--- config.mk ---
export PLATFORM = sky130hd
export DESIGN_NAME = touch_smoother_with_threshold
export DESIGN_NICKNAME = d
export VERILOG_FILES = /design/src/rtl/tsmth_pkg.sv /design/src/rtl/touch_smoother_with_threshold.sv /design/src/rtl/tsmth_ram.sv /design/src/rtl/tsmth_ring_ctrl.sv /design/src/rtl/tsmth_serdiv.sv
export VERILOG_INCLUDE_DIRS = /design/src /design/src/rtl
export SDC_FILE = /design/constraint.sdc
export NUM_CORES = 2
export LEC_CHECK = 0
export ABC_CLOCK_PERIOD_IN_PS = 5250
export BUFFER_PORTS_ARGS = -buffer_cell sky130_fd_sc_hd__buf_2
export CORE_ASPECT_RATIO = 1.2
export CORE_MARGIN = 2
export CORE_UTILIZATION = 61
export CTS_CLUSTER_DIAMETER = 30
export DETAILED_ROUTE_END_ITERATION = 16
export HOLD_SLACK_MARGIN = 0.03
export PLACE_DENSITY = 0.87
export SYNTH_ARGS = -nofsm -noshare
export SYNTH_HDL_FRONTEND = slang
export SYNTH_SLANG_ARGS = --single-unit
--- constraint.sdc ---
create_clock -name clk_i -period 5.25 [get_ports clk_i]
set_input_delay 0.2625 -clock clk_i [delete_from_list [all_inputs] [get_ports clk_i]]
set_output_delay 0.2625 -clock clk_i [all_outputs]
set_load 0.01 [all_outputs]
--- src/rtl/touch_smoother_with_threshold_defines.svh ---
// Assertion macros for the touch smoother block.
// Used by the top level only; expects clk_i and rst_ni in scope.
`ifndef TOUCH_SMOOTHER_WITH_THRESHOLD_DEFINES_SVH
`define TOUCH_SMOOTHER_WITH_THRESHOLD_DEFINES_SVH

// Same-cycle implication, checked out of reset
`define TSMTH_ASSERT_IMP(label, ante, cons, msg) \
  label: assert property (@(posedge clk_i) disable iff (!rst_ni) (ante) |-> (cons)) \
    else $error(msg);

// Next-cycle implication, checked out of reset
`define TSMTH_ASSERT_NXT(label, ante, cons, msg) \
  label: assert property (@(posedge clk_i) disable iff (!rst_ni) (ante) |=> (cons)) \
    else $error(msg);

`endif

--- src/rtl/tsmth_pkg.sv ---
// Shared types and constants for the touch smoother.
// No dependencies; imported by every module of the block except tsmth_ram.
`timescale 1ns / 1ps

package tsmth_pkg;

  // Window storage depth and derived widths
  localparam int MAX_WINDOW = 16;
  localparam int IDX_W      = (MAX_WINDOW > 1) ? $clog2(MAX_WINDOW) : 1;
  localparam int CNT_W      = $clog2(MAX_WINDOW + 1);

  // Item fields
  localparam int DATA_W     = 16;
  localparam int SUM_W      = DATA_W + IDX_W;
  localparam int DIV_CNT_W  = $clog2(SUM_W);

  // Configuration registers
  localparam int WIN_CFG_W  = 5;
  localparam int APB_DW     = 32;
  localparam int APB_AW     = 4;

  localparam logic [WIN_CFG_W-1:0] POS_WIN_RST = WIN_CFG_W'(10);
  localparam logic [WIN_CFG_W-1:0] DEP_WIN_RST = WIN_CFG_W'(6);
  localparam logic [DATA_W-1:0]    THRESH_RST  = '0;

  typedef enum logic [1:0] {
    REG_POS_WIN = 2'd0,
    REG_DEP_WIN = 2'd1,
    REG_THRESH  = 2'd2
  } reg_idx_e;

  typedef enum logic {
    CMD_NEW_TOUCH = 1'b0,
    CMD_SAMPLE    = 1'b1
  } cmd_e;

  typedef enum logic [2:0] {
    ST_IDLE,
    ST_RD,
    ST_WR,
    ST_LOAD,
    ST_DIV,
    ST_OUT
  } state_e;

  // Sequencer to window control
  typedef struct packed {
    logic clear;
    logic drop;
    logic push;
  } ring_ctl_t;

  // Window control status
  typedef struct packed {
    logic             full;
    logic [IDX_W-1:0] head;
    logic [IDX_W-1:0] slot;
    logic [CNT_W-1:0] count;
  } ring_sts_t;

endpackage

--- src/rtl/touch_smoother_with_threshold.sv ---
// Touch smoother top level: sequencer, running sums, config port, output stage.
// Depends on tsmth_pkg, tsmth_ram, tsmth_ring_ctrl, tsmth_serdiv and the defines header.
//
// Usage:
//   Input channel (in_valid_i / in_stall_o) carries one item: cmd, touch id,
//   position and depth. Output channel (out_valid_o / out_stall_i) returns one
//   item per input: stored id, averaged x, y, depth and the touching flag.
//   A new-touch item empties both windows and is answered with the raw
//   values. A sample item runs a window read, a window write, a divider load
//   and 20 bit-serial divide steps (three dividers in parallel), one divide
//   step per sum bit, before its result goes to the output register.
//   in_stall_o is low only while the sequencer is idle. The output register
//   holds a result while out_stall_i is high; the next item is still accepted
//   and waits at its final step until the register is free.
//   Registers (APB, 32-bit data): 0x0 position window, 0x4 depth window,
//   0x8 touch threshold. Write them only while the block is idle.
//   Reset empties both windows, clears the stored id and loads the register
//   defaults; window storage is not cleared and needs no clearing pass.
`timescale 1ns / 1ps
`include "touch_smoother_with_threshold_defines.svh"

module touch_smoother_with_threshold (
  input  logic                            clk_i,
  input  logic                            rst_ni,
  // input channel
  input  logic                            in_valid_i,
  output logic                            in_stall_o,
  input  logic                            cmd_i,
  input  logic [tsmth_pkg::DATA_W-1:0]    touch_id_i,
  input  logic [tsmth_pkg::DATA_W-1:0]    pos_x_i,
  input  logic [tsmth_pkg::DATA_W-1:0]    pos_y_i,
  input  logic [tsmth_pkg::DATA_W-1:0]    depth_i,
  // output channel
  output logic                            out_valid_o,
  input  logic                            out_stall_i,
  output logic [tsmth_pkg::DATA_W-1:0]    out_id_o,
  output logic [tsmth_pkg::DATA_W-1:0]    avg_x_o,
  output logic [tsmth_pkg::DATA_W-1:0]    avg_y_o,
  output logic [tsmth_pkg::DATA_W-1:0]    avg_depth_o,
  output logic                            touching_o,
  // configuration port
  input  logic                            psel,
  input  logic                            penable,
  input  logic                            pwrite,
  input  logic [tsmth_pkg::APB_AW-1:0]    paddr,
  input  logic [tsmth_pkg::APB_DW-1:0]    pwdata,
  output logic [tsmth_pkg::APB_DW-1:0]    prdata,
  output logic                            pready
);
  import tsmth_pkg::*;

  state_e                state_q, state_d;
  logic                  in_acc;
  logic                  cfg_wr;
  logic [1:0]            reg_idx;

  logic [WIN_CFG_W-1:0]  pos_win_q;
  logic [WIN_CFG_W-1:0]  dep_win_q;
  logic [DATA_W-1:0]     thresh_q;

  logic                  cmd_q;
  logic [DATA_W-1:0]     x_q, y_q, d_q;
  logic [DATA_W-1:0]     cur_id_q;
  logic [SUM_W-1:0]      sum_x_q, sum_y_q, sum_d_q;
  logic [DIV_CNT_W-1:0]  bit_cnt_q;

  ring_ctl_t             pos_ctl, dep_ctl;
  ring_sts_t             pos_sts, dep_sts;
  logic                  ring_we;
  logic [2*DATA_W-1:0]   pos_rdata;
  logic [DATA_W-1:0]     dep_rdata;

  logic                  div_load, div_step;
  logic [DATA_W-1:0]     quot_x, quot_y, quot_d;

  logic                  out_load;
  logic                  out_valid_q;
  logic [DATA_W-1:0]     out_id_q, out_x_q, out_y_q, out_d_q;
  logic                  out_touch_q;

  assign in_stall_o = (state_q != ST_IDLE);
  assign in_acc     = in_valid_i & ~in_stall_o;

  // Configuration registers
  assign pready  = 1'b1;
  assign reg_idx = paddr[3:2];
  assign cfg_wr  = psel & penable & pwrite & pready;

  always_ff @(posedge clk_i or negedge rst_ni) begin
    if (!rst_ni) begin
      pos_win_q <= POS_WIN_RST;
      dep_win_q <= DEP_WIN_RST;
      thresh_q  <= THRESH_RST;
    end else if (cfg_wr) begin
      unique case (reg_idx)
        REG_POS_WIN: pos_win_q <= pwdata[WIN_CFG_W-1:0];
        REG_DEP_WIN: dep_win_q <= pwdata[WIN_CFG_W-1:0];
        REG_THRESH:  thresh_q  <= pwdata[DATA_W-1:0];
        default: ;
      endcase
    end
  end

  always_comb begin
    unique case (reg_idx)
      REG_POS_WIN: prdata = APB_DW'(pos_win_q);
      REG_DEP_WIN: prdata = APB_DW'(dep_win_q);
      REG_THRESH:  prdata = APB_DW'(thresh_q);
      default:     prdata = '0;
    endcase
  end

  // Sequencer
  always_ff @(posedge clk_i or negedge rst_ni) begin
    if (!rst_ni) begin
      state_q <= ST_IDLE;
    end else begin
      state_q <= state_d;
    end
  end

  always_comb begin
    state_d  = state_q;
    pos_ctl  = '0;
    dep_ctl  = '0;
    ring_we  = 1'b0;
    div_load = 1'b0;
    div_step = 1'b0;
    out_load = 1'b0;
    unique case (state_q)
      ST_IDLE: begin
        if (in_acc) begin
          if (cmd_i == CMD_SAMPLE) begin
            state_d = ST_RD;
          end else begin
            pos_ctl.clear = 1'b1;
            dep_ctl.clear = 1'b1;
            state_d       = ST_OUT;
          end
        end
      end
      ST_RD: begin
        // oldest entries are on the RAM outputs now
        pos_ctl.drop = pos_sts.full;
        dep_ctl.drop = dep_sts.full;
        state_d      = ST_WR;
      end
      ST_WR: begin
        pos_ctl.push = 1'b1;
        dep_ctl.push = 1'b1;
        ring_we      = 1'b1;
        state_d      = ST_LOAD;
      end
      ST_LOAD: begin
        div_load = 1'b1;
        state_d  = ST_DIV;
      end
      ST_DIV: begin
        div_step = 1'b1;
        if (bit_cnt_q == DIV_CNT_W'(SUM_W - 1)) begin
          state_d = ST_OUT;
        end
      end
      ST_OUT: begin
        if (!out_valid_q || !out_stall_i) begin
          out_load = 1'b1;
          state_d  = ST_IDLE;
        end
      end
      default: state_d = ST_IDLE;
    endcase
  end

  // Divide step counter
  always_ff @(posedge clk_i or negedge rst_ni) begin
    if (!rst_ni) begin
      bit_cnt_q <= '0;
    end else if (div_load) begin
      bit_cnt_q <= '0;
    end else if (div_step) begin
      bit_cnt_q <= bit_cnt_q + DIV_CNT_W'(1);
    end
  end

  // Item capture
  always_ff @(posedge clk_i) begin
    if (in_acc) begin
      cmd_q <= cmd_i;
      x_q   <= pos_x_i;
      y_q   <= pos_y_i;
      d_q   <= depth_i;
    end
  end

  // Stored touch id and running sums
  always_ff @(posedge clk_i or negedge rst_ni) begin
    if (!rst_ni) begin
      cur_id_q <= '0;
      sum_x_q  <= '0;
      sum_y_q  <= '0;
      sum_d_q  <= '0;
    end else if (in_acc && cmd_i == CMD_NEW_TOUCH) begin
      cur_id_q <= touch_id_i;
      sum_x_q  <= '0;
      sum_y_q  <= '0;
      sum_d_q  <= '0;
    end else if (state_q == ST_RD) begin
      if (pos_sts.full) begin
        sum_x_q <= sum_x_q - SUM_W'(pos_rdata[2*DATA_W-1:DATA_W]);
        sum_y_q <= sum_y_q - SUM_W'(pos_rdata[DATA_W-1:0]);
      end
      if (dep_sts.full) begin
        sum_d_q <= sum_d_q - SUM_W'(dep_rdata);
      end
    end else if (state_q == ST_WR) begin
      sum_x_q <= sum_x_q + SUM_W'(x_q);
      sum_y_q <= sum_y_q + SUM_W'(y_q);
      sum_d_q <= sum_d_q + SUM_W'(d_q);
    end
  end

  // Window pointers
  tsmth_ring_ctrl u_pos_ring (
    .clk_i     (clk_i),
    .rst_ni    (rst_ni),
    .win_cfg_i (pos_win_q),
    .ctl_i     (pos_ctl),
    .sts_o     (pos_sts)
  );

  tsmth_ring_ctrl u_dep_ring (
    .clk_i     (clk_i),
    .rst_ni    (rst_ni),
    .win_cfg_i (dep_win_q),
    .ctl_i     (dep_ctl),
    .sts_o     (dep_sts)
  );

  // Window storage; x and y share one row
  tsmth_ram #(
    .WIDTH (2 * DATA_W),
    .DEPTH (MAX_WINDOW)
  ) u_pos_mem (
    .clk_i   (clk_i),
    .we_i    (ring_we),
    .waddr_i (pos_sts.slot),
    .wdata_i ({x_q, y_q}),
    .raddr_i (pos_sts.head),
    .rdata_o (pos_rdata)
  );

  tsmth_ram #(
    .WIDTH (DATA_W),
    .DEPTH (MAX_WINDOW)
  ) u_dep_mem (
    .clk_i   (clk_i),
    .we_i    (ring_we),
    .waddr_i (dep_sts.slot),
    .wdata_i (d_q),
    .raddr_i (dep_sts.head),
    .rdata_o (dep_rdata)
  );

  // Three dividers stepped together
  tsmth_serdiv u_div_x (
    .clk_i      (clk_i),
    .load_i     (div_load),
    .step_i     (div_step),
    .dividend_i (sum_x_q),
    .divisor_i  (pos_sts.count),
    .quot_o     (quot_x)
  );

  tsmth_serdiv u_div_y (
    .clk_i      (clk_i),
    .load_i     (div_load),
    .step_i     (div_step),
    .dividend_i (sum_y_q),
    .divisor_i  (pos_sts.count),
    .quot_o     (quot_y)
  );

  tsmth_serdiv u_div_d (
    .clk_i      (clk_i),
    .load_i     (div_load),
    .step_i     (div_step),
    .dividend_i (sum_d_q),
    .divisor_i  (dep_sts.count),
    .quot_o     (quot_d)
  );

  // Output register
  always_ff @(posedge clk_i or negedge rst_ni) begin
    if (!rst_ni) begin
      out_valid_q <= 1'b0;
    end else if (out_load) begin
      out_valid_q <= 1'b1;
    end else if (!out_stall_i) begin
      out_valid_q <= 1'b0;
    end
  end

  always_ff @(posedge clk_i) begin
    if (out_load) begin
      out_id_q <= cur_id_q;
      if (cmd_q == CMD_SAMPLE) begin
        out_x_q     <= quot_x;
        out_y_q     <= quot_y;
        out_d_q     <= quot_d;
        out_touch_q <= (quot_d < thresh_q);
      end else begin
        out_x_q     <= x_q;
        out_y_q     <= y_q;
        out_d_q     <= d_q;
        out_touch_q <= 1'b0;
      end
    end
  end

  assign out_valid_o = out_valid_q;
  assign out_id_o    = out_id_q;
  assign avg_x_o     = out_x_q;
  assign avg_y_o     = out_y_q;
  assign avg_depth_o = out_d_q;
  assign touching_o  = out_touch_q;

  // Checks
  `TSMTH_ASSERT_IMP(a_pos_cnt_bound, 1'b1, int'(pos_sts.count) <= MAX_WINDOW, "pos count overflow")
  `TSMTH_ASSERT_NXT(a_new_touch_clears, in_acc && cmd_i == CMD_NEW_TOUCH, pos_sts.count == '0 && dep_sts.count == '0 && sum_d_q == '0, "new touch did not empty windows")
  `TSMTH_ASSERT_NXT(a_out_only_from_out, state_q != ST_OUT && !out_valid_q, !out_valid_q, "result raised outside output step")
  `TSMTH_ASSERT_IMP(a_div_nonzero, state_q == ST_LOAD, pos_sts.count != '0 && dep_sts.count != '0, "divide by empty window")

endmodule

--- src/rtl/tsmth_ram.sv ---
// Generic single-port-write, single-port-read RAM with registered read.
// No dependencies.
`timescale 1ns / 1ps

module tsmth_ram #(
  parameter int WIDTH = 16,
  parameter int DEPTH = 16,
  localparam int AW   = (DEPTH > 1) ? $clog2(DEPTH) : 1
) (
  input  logic             clk_i,
  input  logic             we_i,
  input  logic [AW-1:0]    waddr_i,
  input  logic [WIDTH-1:0] wdata_i,
  input  logic [AW-1:0]    raddr_i,
  output logic [WIDTH-1:0] rdata_o
);

  logic [WIDTH-1:0] mem_q [DEPTH];
  logic [WIDTH-1:0] rdata_q;

  // Write port, read port returns old data on a collision
  always_ff @(posedge clk_i) begin
    if (we_i) begin
      mem_q[waddr_i] <= wdata_i;
    end
    rdata_q <= mem_q[raddr_i];
  end

  assign rdata_o = rdata_q;

endmodule

--- src/rtl/tsmth_ring_ctrl.sv ---
// Fill count and head pointer of one sliding window.
// Depends on tsmth_pkg.
`timescale 1ns / 1ps

module tsmth_ring_ctrl (
  input  logic                                clk_i,
  input  logic                                rst_ni,
  input  logic [tsmth_pkg::WIN_CFG_W-1:0]     win_cfg_i,
  input  tsmth_pkg::ring_ctl_t                ctl_i,
  output tsmth_pkg::ring_sts_t                sts_o
);
  import tsmth_pkg::*;

  logic [CNT_W-1:0] count_q, count_d;
  logic [IDX_W-1:0] head_q, head_d;
  logic [CNT_W-1:0] win_len;
  logic [CNT_W:0]   slot_sum;
  logic [CNT_W:0]   slot_wrap;

  // Window length: zero acts as one, oversize acts as the depth
  always_comb begin
    if (win_cfg_i == '0) begin
      win_len = CNT_W'(1);
    end else if (int'(win_cfg_i) > MAX_WINDOW) begin
      win_len = CNT_W'(MAX_WINDOW);
    end else begin
      win_len = CNT_W'(win_cfg_i);
    end
  end

  // Write slot is head plus count, wrapped once
  assign slot_sum  = (CNT_W + 1)'(head_q) + (CNT_W + 1)'(count_q);
  assign slot_wrap = (slot_sum >= (CNT_W + 1)'(MAX_WINDOW)) ?
                     slot_sum - (CNT_W + 1)'(MAX_WINDOW) : slot_sum;

  // Pointer and count updates
  always_comb begin
    count_d = count_q;
    head_d  = head_q;
    priority if (ctl_i.clear) begin
      count_d = '0;
      head_d  = '0;
    end else if (ctl_i.drop) begin
      count_d = count_q - CNT_W'(1);
      head_d  = (int'(head_q) == MAX_WINDOW - 1) ? '0 : head_q + IDX_W'(1);
    end else if (ctl_i.push) begin
      count_d = count_q + CNT_W'(1);
    end
  end

  always_ff @(posedge clk_i or negedge rst_ni) begin
    if (!rst_ni) begin
      count_q <= '0;
      head_q  <= '0;
    end else begin
      count_q <= count_d;
      head_q  <= head_d;
    end
  end

  assign sts_o.full  = (count_q >= win_len);
  assign sts_o.head  = head_q;
  assign sts_o.slot  = slot_wrap[IDX_W-1:0];
  assign sts_o.count = count_q;

endmodule

--- src/rtl/tsmth_serdiv.sv ---
// Bit-serial restoring divider: one quotient bit per step.
// Depends on tsmth_pkg.
`timescale 1ns / 1ps

module tsmth_serdiv (
  input  logic                          clk_i,
  input  logic                          load_i,
  input  logic                          step_i,
  input  logic [tsmth_pkg::SUM_W-1:0]   dividend_i,
  input  logic [tsmth_pkg::CNT_W-1:0]   divisor_i,
  output logic [tsmth_pkg::DATA_W-1:0]  quot_o
);
  import tsmth_pkg::*;

  // Dividend shifts out at the top, quotient bits shift in at the bottom
  logic [SUM_W-1:0] dvd_q;
  logic [CNT_W-1:0] rem_q;
  logic [CNT_W-1:0] dvsr_q;
  logic [CNT_W:0]   trial;
  logic             ge;

  assign trial = {rem_q, dvd_q[SUM_W-1]};
  assign ge    = (trial >= {1'b0, dvsr_q});

  always_ff @(posedge clk_i) begin
    if (load_i) begin
      dvd_q  <= dividend_i;
      rem_q  <= '0;
      dvsr_q <= divisor_i;
    end else if (step_i) begin
      dvd_q <= {dvd_q[SUM_W-2:0], ge};
      rem_q <= ge ? CNT_W'(trial - {1'b0, dvsr_q}) : trial[CNT_W-1:0];
    end
  end

  assign quot_o = dvd_q[DATA_W-1:0];

endmodule
=== After elaboration in Yosys (flattened, before gate mapping) ===
Memories as Yosys holds them, arrays and structs flattened. A register that Yosys moved wholly into a read port is not among the register bits.
Cells that the tools add are included.

* Equality and inequality tests: 16
* Multiply operators: 0
* Bitwise operators: 5
* Shift operators: 0
* Multiplexer cells: 64
* $add $sub $neg: 20
* Reduce and logical (&&, ||, !) cells: 21
* Order comparisons: 10
* Divide/modulo/power cells: 0

{| class="wikitable"
|+ Operator list
! operator !! count
|-
| two-way mux 20 bit || 18
|-
| two-way mux 5 bit || 15
|-
| adder 20 x 16 -> 20 bit || 3
|-
| subtractor 20 x 16 -> 20 bit || 3
|-
| two-way mux 16 bit || 3
|-
| one-hot mux 16 bit (3 select lines) || 1
|-
| two-way mux 4 bit || 8
|-
| >= comparator 6 x 5 -> 1 bit || 3
|-
| one-hot mux 3 bit (6 select lines) || 1
|-
| < comparator 16 bit || 1
|-
| adder 5 x 1 -> 5 bit (second input constant) || 3
|-
| subtractor 5 bit || 3
|-
| two-way mux 1 bit || 14
|-
| adder 4 x 5 -> 6 bit || 2
|-
| >= comparator 6 x 5 -> 1 bit (second input constant) || 2
|-
| two-way mux 3 bit || 4
|-
| nonzero test 3 bit || 4
|-
| >= comparator 5 bit || 2
|-
| greater-than comparator 5 bit (second input constant) || 2
|-
| zero test 5 bit || 2
|-
| AND reduction 2 bit || 5
|-
| subtractor 5 x 1 -> 5 bit (second input constant) || 2
|-
| adder 4 x 1 -> 4 bit (second input constant) || 2
|-
| == test 4 x 1 -> 1 bit (second input constant) || 2
|-
| 19 further kinds || 31
|}

* Register bits: 328
* Output and inout bits: 100
* Logic and storage cells: 169
* Bits in latches: 0
* Memories kept: 2
* Bits in read-only memories: 0
* Bits in writable memories: 768

{| class="wikitable"
|+ Memories
! name !! words !! width !! rd ports !! clocked after Yosys merged registers in !! write ports !! RTL line !! RTL
|-
| u_pos_mem.mem_q || 16 || 32 || 1 || 1 || 1 || tsmth_ram.sv:18 || <nowiki>logic [WIDTH-1:0] mem_q [DEPTH];</nowiki>
|-
| u_dep_mem.mem_q || 16 || 16 || 1 || 1 || 1 || tsmth_ram.sv:18 ||
|}

=== Logic depth before layout (Yosys ltp) ===
* Depth after elaboration: 7
* Gate-level depth with buffers: 17
* Mapped depth without buffers: 17

=== Hierarchy ===
A second synthesis with hierarchy kept.

* Cell total of the unflattened synthesis: 3,105
* Area total of the unflattened synthesis: 49,337.3 µm²

{| class="wikitable"
|+ Modules (own cells, without submodules)
! module !! instances !! cells an instance !! area an instance (µm²) !! seq. area each (µm²)
|-
| tsmth_ram at u_pos_mem || 1 || 838 || 19,854.0 || 16,015.4
|-
| touch_smoother_with_threshold || 1 || 1,290 || 13,097.6 || 6,206.0
|-
| tsmth_ram at u_dep_mem || 1 || 432 || 10,043.4 || 8,007.7
|-
| tsmth_serdiv || 3 || 121 || 1,572.8 || 850.8
|-
| tsmth_ring_ctrl || 2 || 91 || 812.0 || 225.2
|}

=== Worst setup path after synthesis ===
No wires, ideal clock.

* Path type: register to register
* Start: register state_q[1]
* End: register out_d_q[0] (netlist: avg_depth_o[0]), enable pin
* Setup time: 0.488 ns
* Slack: 1.285 ns
* Stages on the path, launching flop included: 4
* Arrival time: 3.476 ns
* Clock period less this slack: 3.965 ns
* Path through: dfrtp_1 > clkbuf_1 > nand2b_1 > nor2_1

* Cells in the longest elaborated chain, start to end: 2

{| class="wikitable"
|+ Ends and longest elaborated chain
! what !! RTL line !! RTL
|-
| start, declared || touch_smoother_with_threshold.sv:52 || <nowiki>state_e state_q, state_d;</nowiki>
|-
| start signal, assigned || touch_smoother_with_threshold.sv:118 || <nowiki>state_q <= state_d;</nowiki>
|-
| == test 3 bit || touch_smoother_with_threshold.sv:130 || <nowiki>unique case (state_q)</nowiki>
|-
| two-way mux 1 bit || touch_smoother_with_threshold.sv:130 ||
|-
| via out_load || touch_smoother_with_threshold.sv:76 || <nowiki>logic out_load;</nowiki>
|-
| end signal, assigned || touch_smoother_with_threshold.sv:309 || <nowiki>out_d_q <= quot_d;</nowiki>
|-
| end signal, assigned || touch_smoother_with_threshold.sv:314 || <nowiki>out_d_q <= d_q;</nowiki>
|-
| end, declared || touch_smoother_with_threshold.sv:78 || <nowiki>logic [DATA_W-1:0] out_id_q, out_x_q, out_y_q, out_d_q;</nowiki>
|}

The timed path passes the listed nets, and every way through them passes these cells.
A chain may end at the register's enable or synchronous reset.

=== Worst setup path in the final report ===
* Start: register x_q[2]
* End: register sum_x_q[13]

* Cells in the longest elaborated chain, start to end: 4

{| class="wikitable"
|+ Ends and longest elaborated chain
! what !! RTL line !! RTL
|-
| start, declared || touch_smoother_with_threshold.sv:62 || <nowiki>logic [DATA_W-1:0] x_q, y_q, d_q;</nowiki>
|-
| start signal, assigned || touch_smoother_with_threshold.sv:189 || <nowiki>x_q <= pos_x_i;</nowiki>
|-
| adder 20 x 16 -> 20 bit || touch_smoother_with_threshold.sv:216 || <nowiki>sum_x_q <= sum_x_q + SUM_W'(x_q);</nowiki>
|-
| two-way mux 20 bit || touch_smoother_with_threshold.sv:215 || <nowiki>end else if (state_q == ST_WR) begin</nowiki>
|-
| two-way mux 20 bit || touch_smoother_with_threshold.sv:207 || <nowiki>end else if (state_q == ST_RD) begin</nowiki>
|-
| two-way mux 20 bit || touch_smoother_with_threshold.sv:202 || <nowiki>end else if (in_acc && cmd_i == CMD_NEW_TOUCH) begin</nowiki>
|-
| end signal, assigned || touch_smoother_with_threshold.sv:209 || <nowiki>sum_x_q <= sum_x_q - SUM_W'(pos_rdata[2*DATA_W-1:DATA_W]);</nowiki>
|-
| end signal, assigned || touch_smoother_with_threshold.sv:216 ||
|-
| end, declared || touch_smoother_with_threshold.sv:64 || <nowiki>logic [SUM_W-1:0] sum_x_q, sum_y_q, sum_d_q;</nowiki>
|}

Every way passes these cells. The select of a mux whose other input is x is not followed.

==> summary.txt <==
Clock tree
  – Post_cts resized: 0
  – Clock sinks: 1144
  – Num CTS Buffers: 150
  – H-tree depth: 4
  – Clk_lat worst skew: 0.76 ns
  – TritonCTS clock tree: built
  – Clk buf depth: 3
  – Clk root buf: clkbuf_16
  – Worst-path clk slew: 0.07 ns

Finish
  – Area growth syn-to-layout: 17.6%
  – Most frequent cells in the layout: edfxtp_1 (952), nand2_1 (441), mux4_2 (192)
  – Nets@finish: 3721
  – Final Cell Area: 0.0571 mm^2
  – Fillers: 4395
  – Total inserted antenna cells: 0
  – Share of cells above drive strength 1: 22.7%
  – Most common cell after layout, fill and taps aside: edfxtp_1

Synth
  – Syn_area_per_cell: 15.5 um^2
  – YS warnings: 0
  – Flops & latches, synth: 1144
  – Mapped Area: 0.0485 mm^2
  – Seq/Total Area, Yosys: 68.2%
  – Synth async-reset ratio: 11.3%
  – Ys flop type: edfxtp_1
  – EDFF count, synth: 952
  – Synth unique cells: 73
  – Post-synthesis cell count: 3128

Global route
  – Gr ovfl total: 0
  – Total global-route track usage: 31.6%
  – Vias in the first global route: 31241
  – First-pass GRT wire length: 190000 um
  – Initial antenna violation count: 0
  – Largest net degree at the start of global routing: 109

Floorplanning
  – Die extent in x: 261 um
  – # IOs: 208
  – Site Rows: 113
  – Die Area: 0.0818 mm^2
  – Initial core utilization: 61.4%
  – CORE AREA: 0.0790 mm^2
  – Die height: 313 um

STA
  – Rel. slew slack: 22.2%
  – Fmax: 0.214 GHz
  – Skew final: 0.0448 ns
  – Final setup viols: 0
  – Fin crit share: 88.9%
  – Worst Max-Slew Pin Slew: 1.16 ns
  – RSZ-0062 raised after global routing: no
  – Max-slew violations: 0
  – Final TNS setup: 0 ns
  – Minimum clock period: 4.66 ns
  – Final hold vios: 0

Power and ir drop
  – Leakage: 20.8 nW
  – Pwr/cell area: 593 mW/mm^2
  – VDD IR max: 0.418 mV

Setup path
  – Crit end category: register
  – Worst path required time: 5.87 ns
  – Worst Setup Path Type: register to register
  – Crit path max fanout: 21
  – CP Launch Type: register
  – R2r setup slk: 0.59 ns
  – CP arrival: 5.28 ns

Place
  – Area after DPL: 0.0509 mm^2
  – Final GP Congestion: 0.894
  – Port bufs: 172
  – DPL Wire Length: 69200 um

Routing
  – Total routed wirelength: 127000 um
  – First-iteration detailed-routing DRC count: 3907
  – Residual DRC: 0
  – ANT nets after route: 0
  – WL/cell: 27.3 um
  – Drt via density: 6.55
  – Drt pass-1 iters: 8
  – Vias: 30454

Min path
  – Hold Path Class: input port to register

Job
  – Max-Cap Viols: 0

Outcome
  – Status: finished clean
worst max-delay path, stage by stage (launching register included):
cell and delay (ns):
edfxtp_1 0.70, nor4_1 0.93, nand2_1 0.23, nor3_1 0.24, xor2_1 0.10, nand2_1 0.10
o21ai_0 0.13, ha_1 0.42, nand3_1 0.13, o32ai_1 0.54, nor3_1 0.24, o21ai_0 0.31
xnor2_1 0.11, o31ai_1 0.32
metrics by stage:
step / power (mW) / setup slack (ns) / cells / utilization (%) / hold WS (ns)
floorplan: 19.7 / 1.29 / 3143 / - / -0.0331
global placement: 22.1 / 1.19 / 4286 / 64.4 / 0.393
detailed placement: 22.5 / 1.00 / 4286 / 64.4 / 0.393
CTS: 33.7 / 0.856 / 4652 / 72.2 / 0.0718
global route: 35.2 / 0.432 / 4652 / 72.2 / 0.155
finish: 33.9 / 0.585 / 4652 / 72.2 / 0.109
synth_stat cells (all sizes together), types with 64 or more instances:
cell | n | area, um^2
mux4 | 192 | 4320
mux2 | 64 | 721
inv | 81 | 304
dfrtp | 125 | 3130
nand2 | 441 | 1660
clkbuf | 94 | 353
edfxtp | 952 | 28600
o21ai | 170 | 851
ha | 115 | 1440
mux2i | 77 | 771
a21oi | 86 | 430
nor2 | 109 | 409
state kept, by name (all words and copies together) (netlist names), 16 cells and up:
register,flops
x_q,16
sum_x_q,20
avg_depth_o,16
u_div_y.dvd_q,20
u_pos_mem.mem_q,512
avg_x_o,16
y_q,16
u_div_x.dvd_q,20
thresh_q,16
d_q,16
u_div_d.dvd_q,20
cur_id_q,16
sum_y_q,20
out_id_o,16
avg_y_o,16
sum_d_q,20
u_dep_mem.rdata_o,16
u_pos_mem.rdata_o,32
u_dep_mem.mem_q,256
final timing paths:
path                              from                   end  cells after the start
max in group asynchronous       rst_ni  u_pos_ring.head_q[1]                      3
setup / recovery                x_q[2]           sum_x_q[13]                     13
hold reg to reg            cur_id_q[1]           out_id_o[1]                      0
setup reg to reg                x_q[2]           sum_x_q[13]                     13
hold / removal                  pwrite          pos_win_q[4]                      4
min in group asynchronous       rst_ni          cur_id_q[12]                      2
routing by layer:
layer / vias to the layer above / global-route usage, % / share of wire, %
met3: 557 / 6.04 / 9.5
met4: 0 / 19.4 / 6.5
met5: - / 0 / 0
met1: 15060 / 39.0 / 34
met2: 2126 / 51.9 / 50
li1: 12711 / - / -
where the power goes:
part	internal, mW	switching, mW
logic	4.06	6.02
registers	11.8	1.25
clock network	6.51	4.25
cell families after synthesis:
kind of cell	after synthesis	share of synthesized area, %
AO/OA/AOI/OAI	471	6.19
XOR/XNOR	104	1.88
adder cells (fa/ha/maj)	125	3.38
buffers and inverters	228	1.95
flip-flops	1144	68.2
multiplexers	333	12.0
other	2	0.0155
AND/OR/NAND/NOR	721	6.44
timing repair:
item                                   CTS  global route
endpoints found under the hold margin  174             0
buffers inserted                         0             0
hold buffers                            85             0
layout make-up:
type | instances | area [um^2] | share of cell area (%)
well taps | 1035 | 1290 | 2.27
multi-input cells | 1771 | 14700 | 25.8
repair buffers | 340 | 2350 | 4.12
clock buffers | 164 | 3860 | 6.76
flip-flops and latches | 1144 | 33100 | 58.0
clock inverters | 117 | 1470 | 2.58
inverters | 81 | 304 | 0.532
Note: power is estimated with default switching activity, not from simulation.
